### src/design/ddsdc_pkg.sv
// ----------------------------------------------------------------------------
// ddsdc_pkg
// Shared types and constants for the DDS DX10 header down-converter:
// stream modes, result status codes, header offsets and format codes.
// ----------------------------------------------------------------------------
package ddsdc_pkg;

	// stream mode, one-hot
	typedef enum logic [3:0] {
		MODE_DECIDE  = 4'b0001,
		MODE_PASS    = 4'b0010,
		MODE_CONVERT = 4'b0100,
		MODE_FAIL    = 4'b1000
	} mode_t;

	// result status codes
	localparam logic [2:0] ST_PASS      = 3'd0;
	localparam logic [2:0] ST_CONV      = 3'd1;
	localparam logic [2:0] ST_MALFORMED = 3'd2;
	localparam logic [2:0] ST_RESOURCE  = 3'd3;
	localparam logic [2:0] ST_FORMAT    = 3'd4;

	// header byte offsets
	localparam int unsigned POS_SAT   = 148;
	localparam int unsigned HOLD_BASE = 84;
	localparam int unsigned HOLD_DEPTH = 64;
	localparam int unsigned HOLD_AW   = $clog2(HOLD_DEPTH);
	localparam int unsigned EXT_BASE  = 128;
	localparam int unsigned CAPS2_B1  = 113;

	// held-buffer indexes used by the rewrite
	localparam logic [HOLD_AW-1:0] IDX_FOURCC_0 = HOLD_AW'(0);
	localparam logic [HOLD_AW-1:0] IDX_FOURCC_1 = HOLD_AW'(1);
	localparam logic [HOLD_AW-1:0] IDX_FOURCC_2 = HOLD_AW'(2);
	localparam logic [HOLD_AW-1:0] IDX_FOURCC_3 = HOLD_AW'(3);
	localparam logic [HOLD_AW-1:0] IDX_CAPS2_B1 = HOLD_AW'(CAPS2_B1 - HOLD_BASE);
	localparam logic [HOLD_AW-1:0] IDX_CONV_END = HOLD_AW'(EXT_BASE - HOLD_BASE - 1);

	// magic 'DDS ' and fourCC 'DX10', byte by byte
	localparam logic [7:0] MAGIC_BYTES [4] = '{8'h44, 8'h44, 8'h53, 8'h20};
	localparam logic [7:0] DX10_BYTES  [4] = '{8'h44, 8'h58, 8'h31, 8'h30};
	localparam logic [7:0] CHAR_T      = 8'h54;
	localparam logic [7:0] CHAR_1      = 8'h31;
	localparam logic [7:0] CHAR_3      = 8'h33;
	localparam logic [7:0] CHAR_5      = 8'h35;

	localparam logic [7:0] HDR_SIZE    = 8'd124;
	localparam logic [7:0] PF_SIZE     = 8'd32;
	localparam logic [7:0] DIM_TEX2D   = 8'd3;
	localparam logic [7:0] ARRAY_ONE   = 8'd1;
	localparam logic [31:0] CUBE_FLAG  = 32'h0000_0004;
	localparam logic [7:0] CUBE_CAPS_BYTE1 = 8'hFE;

	// block-compressed format codes
	localparam logic [31:0] FMT_BC1_UNORM = 32'd71;
	localparam logic [31:0] FMT_BC1_SRGB  = 32'd72;
	localparam logic [31:0] FMT_BC2_UNORM = 32'd74;
	localparam logic [31:0] FMT_BC2_SRGB  = 32'd75;
	localparam logic [31:0] FMT_BC3_UNORM = 32'd77;
	localparam logic [31:0] FMT_BC3_SRGB  = 32'd78;

	// legacy fourCC digit for a format, zero when there is no mapping
	function automatic logic [7:0] legacy_digit(input logic [31:0] fmt);
		logic [7:0] d;
		case (fmt) inside
			FMT_BC1_UNORM, FMT_BC1_SRGB: d = CHAR_1;
			FMT_BC2_UNORM, FMT_BC2_SRGB: d = CHAR_3;
			FMT_BC3_UNORM, FMT_BC3_SRGB: d = CHAR_5;
			default:                     d = 8'd0;
		endcase
		return d;
	endfunction

endpackage

### src/design/ddsdc_in_if.sv
// ----------------------------------------------------------------------------
// ddsdc_in_if
// Byte stream channel into the down-converter: one file byte per transaction.
// ----------------------------------------------------------------------------
interface ddsdc_in_if;
	logic       valid;
	logic       ready;
	logic [7:0] in_byte;
	logic       in_last;

	modport source (output valid, output in_byte, output in_last, input ready);
	modport sink   (input valid, input in_byte, input in_last, output ready);
endinterface

### src/design/ddsdc_out_if.sv
// ----------------------------------------------------------------------------
// ddsdc_out_if
// Result channel of the down-converter: one file byte or a status per transaction.
// ----------------------------------------------------------------------------
interface ddsdc_out_if;
	logic       valid;
	logic       ready;
	logic [7:0] out_byte;
	logic       out_valid;
	logic       out_last;
	logic [2:0] status;

	modport source (output valid, output out_byte, output out_valid, output out_last,
		output status, input ready);
	modport sink   (input valid, input out_byte, input out_valid, input out_last,
		input status, output ready);
endinterface

### src/design/ddsdc_ram.sv
// ----------------------------------------------------------------------------
// ddsdc_ram
// Generic single-write, single-read RAM with registered read data.
// ----------------------------------------------------------------------------
module ddsdc_ram #(
	parameter int unsigned WIDTH = 8,
	parameter int unsigned DEPTH = 64
) (
	input  logic                     clk,
	input  logic                     we,
	input  logic [$clog2(DEPTH)-1:0] waddr,
	input  logic [WIDTH-1:0]         wdata,
	input  logic [$clog2(DEPTH)-1:0] raddr,
	output logic [WIDTH-1:0]         rdata
);

	logic [WIDTH-1:0] mem [DEPTH];

	// write port and registered read port
	always_ff @(posedge clk) begin
		if (we) begin
			mem[waddr] <= wdata;
		end
		rdata <= mem[raddr];
	end

endmodule

### src/design/dds_dx10_header_downconvert.sv
// ----------------------------------------------------------------------------
// dds_dx10_header_downconvert
// Rewrites a DX10-tagged DDS texture header into the legacy fourCC form on a
// byte stream; other files pass unchanged, failures end in a status result.
//
//   channel  dir  handshake      payload
//   din      in   valid/ready    in_byte[7:0], in_last
//   dout     out  valid/ready    out_byte[7:0], out_valid, out_last, status[2:0]
//
// One byte per cycle in steady state while din is not stalled; bytes that are
// not held reach dout in the cycle after they are taken. Bytes 84..147 go into
// a 64-entry held buffer; when the header decision or an early end of file
// releases it, din is stalled for a priming read, then one byte per free dout slot, up to 44 bytes.
// arst_n clears the control state; the held buffer needs no clearing.
// dout backpressure stalls din through the single output register.
// ----------------------------------------------------------------------------
module dds_dx10_header_downconvert (
	input logic        clk,
	input logic        arst_n,
	ddsdc_in_if.sink   din,
	ddsdc_out_if.source dout
);
	import ddsdc_pkg::*;

	// position and header tracking
	logic [7:0]         pos_q;
	mode_t              mode_q, mode_n;
	logic [3:0]         hc_q, hc_n;     // bit0 hdr size, bit1 pf size, bit2 fourCC flag, bit3 magic
	logic               dx10_q, dx10_n;
	logic [31:0]        fmt_q, fmt_n;
	logic [31:0]        misc_q, misc_n;
	logic [1:0]         da_q, da_n;     // bit0 dimension, bit1 array size
	logic [2:0]         code_q;
	logic [7:0]         digit_q;
	logic               cube_q;

	// release burst
	logic               burst_q, primed_q, bconv_q, blast_q;
	logic [HOLD_AW-1:0] idx_q, end_q;

	// output register
	logic               ovalid_q;
	logic [7:0]         obyte_q;
	logic               odata_q, olast_q;
	logic [2:0]         ostat_q;

	logic               acc, bload, oroom;
	logic [7:0]         b, p, off;
	logic [2:0]         code_n;
	logic [7:0]         digit_n;
	logic               emit, e_valid, e_last, start;
	logic [7:0]         e_byte;
	logic [2:0]         e_stat;
	logic [HOLD_AW-1:0] s_end;
	logic               s_conv;
	logic               ram_we;
	logic [HOLD_AW-1:0] raddr;
	logic [7:0]         rdata, bbyte;

	assign b     = din.in_byte;
	assign p     = pos_q;
	assign off   = pos_q - 8'(HOLD_BASE);
	assign oroom = !ovalid_q || dout.ready;
	assign din.ready = !burst_q && oroom;
	assign acc   = din.valid && din.ready;
	assign bload = burst_q && primed_q && oroom;

	// header field tracking on the current byte
	always_comb begin
		hc_n   = hc_q;
		dx10_n = dx10_q;
		fmt_n  = fmt_q;
		misc_n = misc_q;
		da_n   = da_q;
		if (p < 8'd4) begin
			hc_n[3] = (p == 8'd0 || hc_q[3]) && (b == MAGIC_BYTES[p[1:0]]);
		end else if (p < 8'd8) begin
			hc_n[0] = (p == 8'd4) ? (b == HDR_SIZE) : (hc_q[0] && b == 8'd0);
		end else if (p >= 8'd76 && p < 8'd80) begin
			hc_n[1] = (p == 8'd76) ? (b == PF_SIZE) : (hc_q[1] && b == 8'd0);
		end else if (p == 8'd80) begin
			hc_n[2] = b[2];
		end else if (p >= 8'd84 && p < 8'd88) begin
			dx10_n = (p == 8'd84 || dx10_q) && (b == DX10_BYTES[p[1:0]]);
		end else if (p >= 8'd128 && p < 8'd132) begin
			fmt_n[8*p[1:0] +: 8] = fmt_q[8*p[1:0] +: 8] | b;
		end else if (p >= 8'd132 && p < 8'd136) begin
			da_n[0] = (p == 8'd132) ? (b == DIM_TEX2D) : (da_q[0] && b == 8'd0);
		end else if (p >= 8'd136 && p < 8'd140) begin
			misc_n[8*p[1:0] +: 8] = misc_q[8*p[1:0] +: 8] | b;
		end else if (p >= 8'd140 && p < 8'd144) begin
			da_n[1] = (p == 8'd140) ? (b == ARRAY_ONE) : (da_q[1] && b == 8'd0);
		end
	end

	// classification: malformed, then resource, then format
	always_comb begin
		digit_n = legacy_digit(fmt_n);
		if (hc_n != 4'hF) begin
			code_n = ST_MALFORMED;
		end else if (da_n != 2'b11 || (misc_n & ~CUBE_FLAG) != 32'd0) begin
			code_n = ST_RESOURCE;
		end else if (digit_n == 8'd0) begin
			code_n = ST_FORMAT;
		end else begin
			code_n = ST_CONV;
		end
	end

	// per-byte decision
	always_comb begin
		mode_n  = mode_q;
		emit    = 1'b0;
		e_byte  = b;
		e_valid = 1'b1;
		e_last  = din.in_last;
		e_stat  = ST_PASS;
		start   = 1'b0;
		s_end   = '0;
		s_conv  = 1'b0;
		unique case (mode_q)
			MODE_DECIDE: begin
				if (p == 8'd3 && !hc_n[3]) begin
					mode_n = MODE_PASS;
					emit   = 1'b1;
				end else if (p == 8'd87 && (!hc_n[3] || !dx10_n)) begin
					mode_n = MODE_PASS;
					start  = 1'b1;
					s_end  = IDX_FOURCC_3;
				end else if (p < 8'(HOLD_BASE)) begin
					emit = 1'b1;
				end else if (p == 8'(POS_SAT - 1)) begin
					if (code_n == ST_CONV) begin
						mode_n = MODE_CONVERT;
						start  = 1'b1;
						s_end  = IDX_CONV_END;
						s_conv = 1'b1;
					end else begin
						mode_n  = MODE_FAIL;
						emit    = din.in_last;
						e_byte  = 8'd0;
						e_valid = 1'b0;
						e_stat  = code_n;
					end
				end else if (din.in_last) begin
					if (p < 8'(EXT_BASE - 1)) begin
						start = 1'b1;
						s_end = off[HOLD_AW-1:0];
					end else begin
						emit    = 1'b1;
						e_byte  = 8'd0;
						e_valid = 1'b0;
						e_stat  = ST_MALFORMED;
					end
				end
			end
			MODE_PASS: begin
				emit = 1'b1;
			end
			MODE_CONVERT: begin
				emit   = 1'b1;
				e_stat = ST_CONV;
			end
			MODE_FAIL: begin
				emit    = din.in_last;
				e_byte  = 8'd0;
				e_valid = 1'b0;
				e_stat  = code_q;
			end
			default: begin
				emit = 1'b0;
			end
		endcase
	end

	// tracking state; everything returns to reset after the final byte
	always_ff @(posedge clk or negedge arst_n) begin
		if (!arst_n) begin
			pos_q  <= '0;
			mode_q <= MODE_DECIDE;
			hc_q   <= '0;
			dx10_q <= 1'b0;
			fmt_q  <= '0;
			misc_q <= '0;
			da_q   <= '0;
			code_q <= ST_PASS;
		end else if (acc) begin
			if (din.in_last) begin
				pos_q  <= '0;
				mode_q <= MODE_DECIDE;
				hc_q   <= '0;
				dx10_q <= 1'b0;
				fmt_q  <= '0;
				misc_q <= '0;
				da_q   <= '0;
				code_q <= ST_PASS;
			end else begin
				if (pos_q != 8'(POS_SAT)) begin
					pos_q <= pos_q + 8'd1;
				end
				mode_q <= mode_n;
				hc_q   <= hc_n;
				dx10_q <= dx10_n;
				fmt_q  <= fmt_n;
				misc_q <= misc_n;
				da_q   <= da_n;
				if (mode_q == MODE_DECIDE && p == 8'(POS_SAT - 1)) begin
					code_q <= code_n;
				end
			end
		end
	end

	// rewrite values captured at the decision
	always_ff @(posedge clk) begin
		if (acc && start && s_conv) begin
			digit_q <= digit_n;
			cube_q  <= misc_n[2];
		end
	end

	// held buffer for offsets 84..147
	assign ram_we = acc && mode_q == MODE_DECIDE && p >= 8'(HOLD_BASE) && p < 8'(POS_SAT);
	assign raddr  = (bload && idx_q != end_q) ? idx_q + HOLD_AW'(1) : idx_q;

	ddsdc_ram #(
		.WIDTH (8),
		.DEPTH (HOLD_DEPTH)
	) u_hold (
		.clk   (clk),
		.we    (ram_we),
		.waddr (off[HOLD_AW-1:0]),
		.wdata (b),
		.raddr (raddr),
		.rdata (rdata)
	);

	// release burst control: a priming read, then one byte per free output slot
	always_ff @(posedge clk or negedge arst_n) begin
		if (!arst_n) begin
			burst_q  <= 1'b0;
			primed_q <= 1'b0;
			idx_q    <= '0;
			end_q    <= '0;
			bconv_q  <= 1'b0;
			blast_q  <= 1'b0;
		end else if (acc && start) begin
			burst_q  <= 1'b1;
			primed_q <= 1'b0;
			idx_q    <= '0;
			end_q    <= s_end;
			bconv_q  <= s_conv;
			blast_q  <= din.in_last;
		end else if (burst_q) begin
			primed_q <= 1'b1;
			if (bload) begin
				if (idx_q == end_q) begin
					burst_q <= 1'b0;
				end else begin
					idx_q <= idx_q + HOLD_AW'(1);
				end
			end
		end
	end

	// legacy header rewrite of released bytes
	always_comb begin
		bbyte = rdata;
		if (bconv_q) begin
			case (idx_q)
				IDX_FOURCC_0: bbyte = DX10_BYTES[0];
				IDX_FOURCC_1: bbyte = DX10_BYTES[1];
				IDX_FOURCC_2: bbyte = CHAR_T;
				IDX_FOURCC_3: bbyte = digit_q;
				IDX_CAPS2_B1: bbyte = cube_q ? (rdata | CUBE_CAPS_BYTE1) : rdata;
				default:      bbyte = rdata;
			endcase
		end
	end

	// output register valid
	always_ff @(posedge clk or negedge arst_n) begin
		if (!arst_n) begin
			ovalid_q <= 1'b0;
		end else if ((acc && emit) || bload) begin
			ovalid_q <= 1'b1;
		end else if (dout.ready) begin
			ovalid_q <= 1'b0;
		end
	end

	// output register payload
	always_ff @(posedge clk) begin
		if (acc && emit) begin
			obyte_q <= e_byte;
			odata_q <= e_valid;
			olast_q <= e_last;
			ostat_q <= e_last ? e_stat : ST_PASS;
		end else if (bload) begin
			obyte_q <= bbyte;
			odata_q <= 1'b1;
			olast_q <= blast_q && idx_q == end_q;
			ostat_q <= (blast_q && idx_q == end_q && bconv_q) ? ST_CONV : ST_PASS;
		end
	end

	assign dout.valid     = ovalid_q;
	assign dout.out_byte  = obyte_q;
	assign dout.out_valid = odata_q;
	assign dout.out_last  = olast_q;
	assign dout.status    = ostat_q;

	// a status-only result always closes the file
	a_status_only_last: assert property (@(posedge clk) disable iff (!arst_n)
		dout.valid && !dout.out_valid |-> dout.out_last)
		else $error("status-only result without out_last");

	// burst index never runs past its end
	a_burst_idx: assert property (@(posedge clk) disable iff (!arst_n)
		burst_q |-> idx_q <= end_q)
		else $error("release index beyond end");

	// a burst start raises burst_q and drops din.ready
	a_burst_block: assert property (@(posedge clk) disable iff (!arst_n)
		acc && start |=> !din.ready && burst_q)
		else $error("input accepted during release");

endmodule
### src/flat_wrapper.sv
// flat-port wrapper written by rule: the top's interface ports become plain ports
module dds_dx10_header_downconvert_flat import ddsdc_pkg::*;
  (clk, arst_n, din_valid, din_in_byte, din_in_last, din_ready, dout_valid, dout_out_byte, dout_out_valid, dout_out_last, dout_status, dout_ready);
  ddsdc_in_if din_i ();
  ddsdc_out_if dout_i ();
  input logic clk;
  input logic arst_n;
  input wire logic [$bits(din_i.valid)-1:0] din_valid;
  input wire logic [$bits(din_i.in_byte)-1:0] din_in_byte;
  input wire logic [$bits(din_i.in_last)-1:0] din_in_last;
  output wire logic [$bits(din_i.ready)-1:0] din_ready;
  output wire logic [$bits(dout_i.valid)-1:0] dout_valid;
  output wire logic [$bits(dout_i.out_byte)-1:0] dout_out_byte;
  output wire logic [$bits(dout_i.out_valid)-1:0] dout_out_valid;
  output wire logic [$bits(dout_i.out_last)-1:0] dout_out_last;
  output wire logic [$bits(dout_i.status)-1:0] dout_status;
  input wire logic [$bits(dout_i.ready)-1:0] dout_ready;
  assign din_i.valid = din_valid;
  assign din_i.in_byte = din_in_byte;
  assign din_i.in_last = din_in_last;
  assign din_ready = din_i.ready;
  assign dout_valid = dout_i.valid;
  assign dout_out_byte = dout_i.out_byte;
  assign dout_out_valid = dout_i.out_valid;
  assign dout_out_last = dout_i.out_last;
  assign dout_status = dout_i.status;
  assign dout_i.ready = dout_ready;
  dds_dx10_header_downconvert u_core (.clk(clk), .arst_n(arst_n), .din(din_i), .dout(dout_i));
endmodule
### config.mk
export PLATFORM = sky130hd
export DESIGN_NAME = dds_dx10_header_downconvert_flat
export DESIGN_NICKNAME = d
export VERILOG_FILES = /design/src/design/ddsdc_pkg.sv /design/src/design/ddsdc_in_if.sv /design/src/design/ddsdc_out_if.sv /design/src/design/ddsdc_ram.sv /design/src/design/dds_dx10_header_downconvert.sv /design/src/flat_wrapper.sv
export SDC_FILE = /design/constraint.sdc
export NUM_CORES = 1
export LEC_CHECK = 0
export BUFFER_PORTS_ARGS = -buffer_cell sky130_fd_sc_hd__buf_4
export CELL_PAD_IN_SITES_DETAIL_PLACEMENT = 0
export CELL_PAD_IN_SITES_GLOBAL_PLACEMENT = 2
export CORE_UTILIZATION = 30
export DETAILED_ROUTE_END_ITERATION = 16
export PLACE_DENSITY_LB_ADDON = 0.12
export RECOVER_POWER = 100
export SYNTH_ARGS = -nofsm -noshare
export SYNTH_HDL_FRONTEND = slang
export SYNTH_HIERARCHICAL = 1
export SYNTH_SLANG_ARGS = --single-unit
### constraint.sdc
create_clock -name clk -period 11.55 [get_ports clk]
set_clock_uncertainty 0.2 [all_clocks]
set_input_delay 2.31 -clock clk [delete_from_list [all_inputs] [get_ports clk]]
set_output_delay 2.31 -clock clk [all_outputs]
set_load 0.01 [all_outputs]
==> reports/metrics.cfg <==
[timing]
setup_viol=0
hold_violations=0
relSlewSlack_pct=-184.6
fin_tns_setup_ns=0
report.final.slew_viol_count=741
worst_slack_ns=2.986
fmax_mhz=116.8
worst_pin_slew_ns=4.269
rsz0062_at_grt=false
post-route-period-util_pct=74.15
post-route-min-period_ns=8.564

[yosys]
synthFlopType=edfxtp_1
synthCells=1834
syn-num-nets=1862
synth_top_area_share_pct=56.79
synth_cell_type_count=89
avgSynthCellArea_sq_um=15.25
synth_enable_flop_cells=529
synth_seq_cells=640
ys_warn_count=6
syn_area_sq_mm=0.02797
async_flop_share_pct=16.09
yosysSeqAreaShare_pct=66.58
synth_top_area_cell=edfxtp_1
synthTopCellsByArea=edfxtp_1 (57%), mux4_2 (11%), dfrtp_1 (9.1%)

[clocking]
clock-root-buffer=clkbuf_16
clk_latency_ns=0.64
clkSinkCount=640
cts_buffer_depth=3
cts_inserted_buffers=75
ctsHtreeMaxLevel=3
cts_post_setup_buffers_inserted=0
cts_tree=yes
path_clk_slew_ns=0.06
hold_buffers=0
ctsResizeCount=0

[hold_path]
hp-class=reg -> reg
worst_hold_path.num_cells=2
hp-start=u_core/da_q[1]

[die]
ios=28
row_count=111
die_y_um=307.4
fp.dieArea_sq_mm=0.09447
core-area_sq_mm=0.09208
start_util_pct=30.38
die_x_um=307.4

[detailed_routing]
wl_per_cell_um=27.51
first_pass_iters=5
vias=16820
routed_wl_mm=87.29
post-route-drc-count=0
final_antenna_net_count=0
vias_per_cell=5.300
drt_first_iter_violations=1316

[layout]
fin_nets=1899
post-route-cell-area_sq_mm=0.03180
area_growth_pct=13.66
layout_common_cells=edfxtp_1 (529), nor2_1 (167), mux4_2 (138)
layout.cells.most_common=edfxtp_1
drive_above_1_share_pct=15.92

[global_route]
track_usage_pct=18.68
grt_pass1_vias=17250
grt_pass1_wl_mm=126.9
antenna_found_initial=6
grt_max_degree=89
overflow=0

[critical_path]
worstReg2RegEnd=u_core/u_hold/rdata[7]
cp-start-kind=primary input
crit_type=in -> reg
worst-path-max-fanout=42
cp-startpoint=din_in_byte[1]
cp-end-kind=register
reg2reg_from=u_core/idx_q[3]
cp.required_ns=11.62
r2r_cells=12
critPathArrivalTime_ns=8.63
crit_end=u_core/dout.out_byte[3]
rrSetupSlack_ns=4.69

[power_and_ir_drop]
clkPwrFrac_pct=31.0
power.switching_mw=2.595
p_leak_nw=10.33
power.internal_mw=4.963
switching_share_pct=34.34
power.density_mw_per_mm2=237.7
seqPwrFrac_pct=35.2
p_comb_share_pct=33.8
irDropWorstVdd_uv=184.7

[placed_design]
hpwl_mm=56.40
pre_cts_slack_ns=4.657
place.port_buffers=27
place_congestion=0.8059
dpl_cell_area_sq_mm=0.02953

[job]
drv_cap=15

[run_status]
failed_checks=max-capacitance violations, max-slew violations
status=finished with violations

per-stage QoR:
stage / util (%) / hold WS (ns) / instances / power, mW
after floorplan: - / 0.2435 / 1834 / 4.421
after global placement: 32.08 / 0.2638 / 3037 / 5.335
after detailed placement: 32.08 / 0.2757 / 3037 / 5.324
after CTS: 34.70 / 0.2885 / 3171 / 7.697
after global routing: 34.53 / 0.3180 / 3171 / 7.909
final: 34.53 / 0.2830 / 3173 / 7.558
how the worst min path moves through the flow:
stage	to
finish	u_core/da_q[1]
global route	u_core/hc_q[2]
CTS	u_core/hc_q[2]
detailed placement	u_core/hc_q[1]
global placement	u_core/hc_q[0]
floorplan	u_core/hc_q[0]
cell usage after synthesis, types with 20 or more instances:
cell / number
a21oi_1: 25
buf_2: 22
clkbuf_1: 50
dfrtp_1: 102
edfxtp_1: 529
inv_1: 43
mux2i_1: 26
mux4_2: 138
nand2_1: 122
nand2b_1: 20
nand3_1: 46
nand4_1: 22
nor2_1: 166
nor2b_1: 24
nor3_1: 21
nor4_1: 30
o21ai_0: 73
o22ai_1: 45
critical path: stages:
cell	delay, ns
clkbuf_1	1.38
clkbuf_1	1.72
nor2b_1	0.10
a22oi_1	0.75
a22oi_1	0.41
and3_1	0.30
o31a_1	0.28
o2111ai_1	0.52
a31oi_2	0.15
buf_4	0.27
nand2_1	0.41
sequential cells by signal (all words and copies together), names as in the netlist, 2 cells and up:
| register | count |
|---|---|
| u_core/u_hold/mem | 512 |
| u_core/fmt_q | 32 |
| u_core/misc_q | 32 |
| u_core/dout.out_byte | 8 |
| u_core/p | 8 |
| u_core/u_hold/rdata | 8 |
| u_core/end_q | 6 |
| u_core/idx_q | 6 |
| u_core/hc_q | 4 |
| u_core/mode_q | 4 |
| u_core/code_q | 3 |
| u_core/digit_q | 3 |
| u_core/dout.status | 3 |
| u_core/da_q | 2 |
cell families after synthesis:
kind of cell             count (synthesis)  share of synthesized area, %
flip-flops                             640                         66.58
AND/OR/NAND/NOR                        537                         9.719
AO/OA/AOI/OAI                          306                         7.613
multiplexers                           169                         12.24
buffers and inverters                  144                         2.456
XOR/XNOR                                23                        0.7202
adder cells (fa/ha/maj)                 15                        0.6709
power groups by stage:
stage	logic (mW)	registers [mW]	clock network, mW
after floorplan	1.76	2.66	0
after global placement	2.63	2.71	0
after detailed placement	2.62	2.70	0
after CTS	2.63	2.66	2.41
after global routing	2.75	2.67	2.50
final	2.55	2.66	2.34
routing by layer:
metal,up-vias,global-route usage [%],wire [um]
met5,-,0,13
met4,2,3.911,1751
met3,118,2.815,3394
met2,382,29.48,40080
met1,8961,27.18,42050
li1,7353,-,-
cell type report:
| cell class | instances | area (sq um) |
|---|---|---|
| clock buffer | 98 | 2036 |
| inverter | 46 | 172.7 |
| clock inverter | 36 | 380.4 |
| timing repair buffer | 58 | 317.8 |
| antenna | 2 | 5.005 |
| sequential | 640 | 18630 |
| fill | 8875 | 60280 |
| tap | 1243 | 1555 |
| multi-input combinational | 1050 | 8703 |
Note: power is estimated with default switching activity, not from simulation.
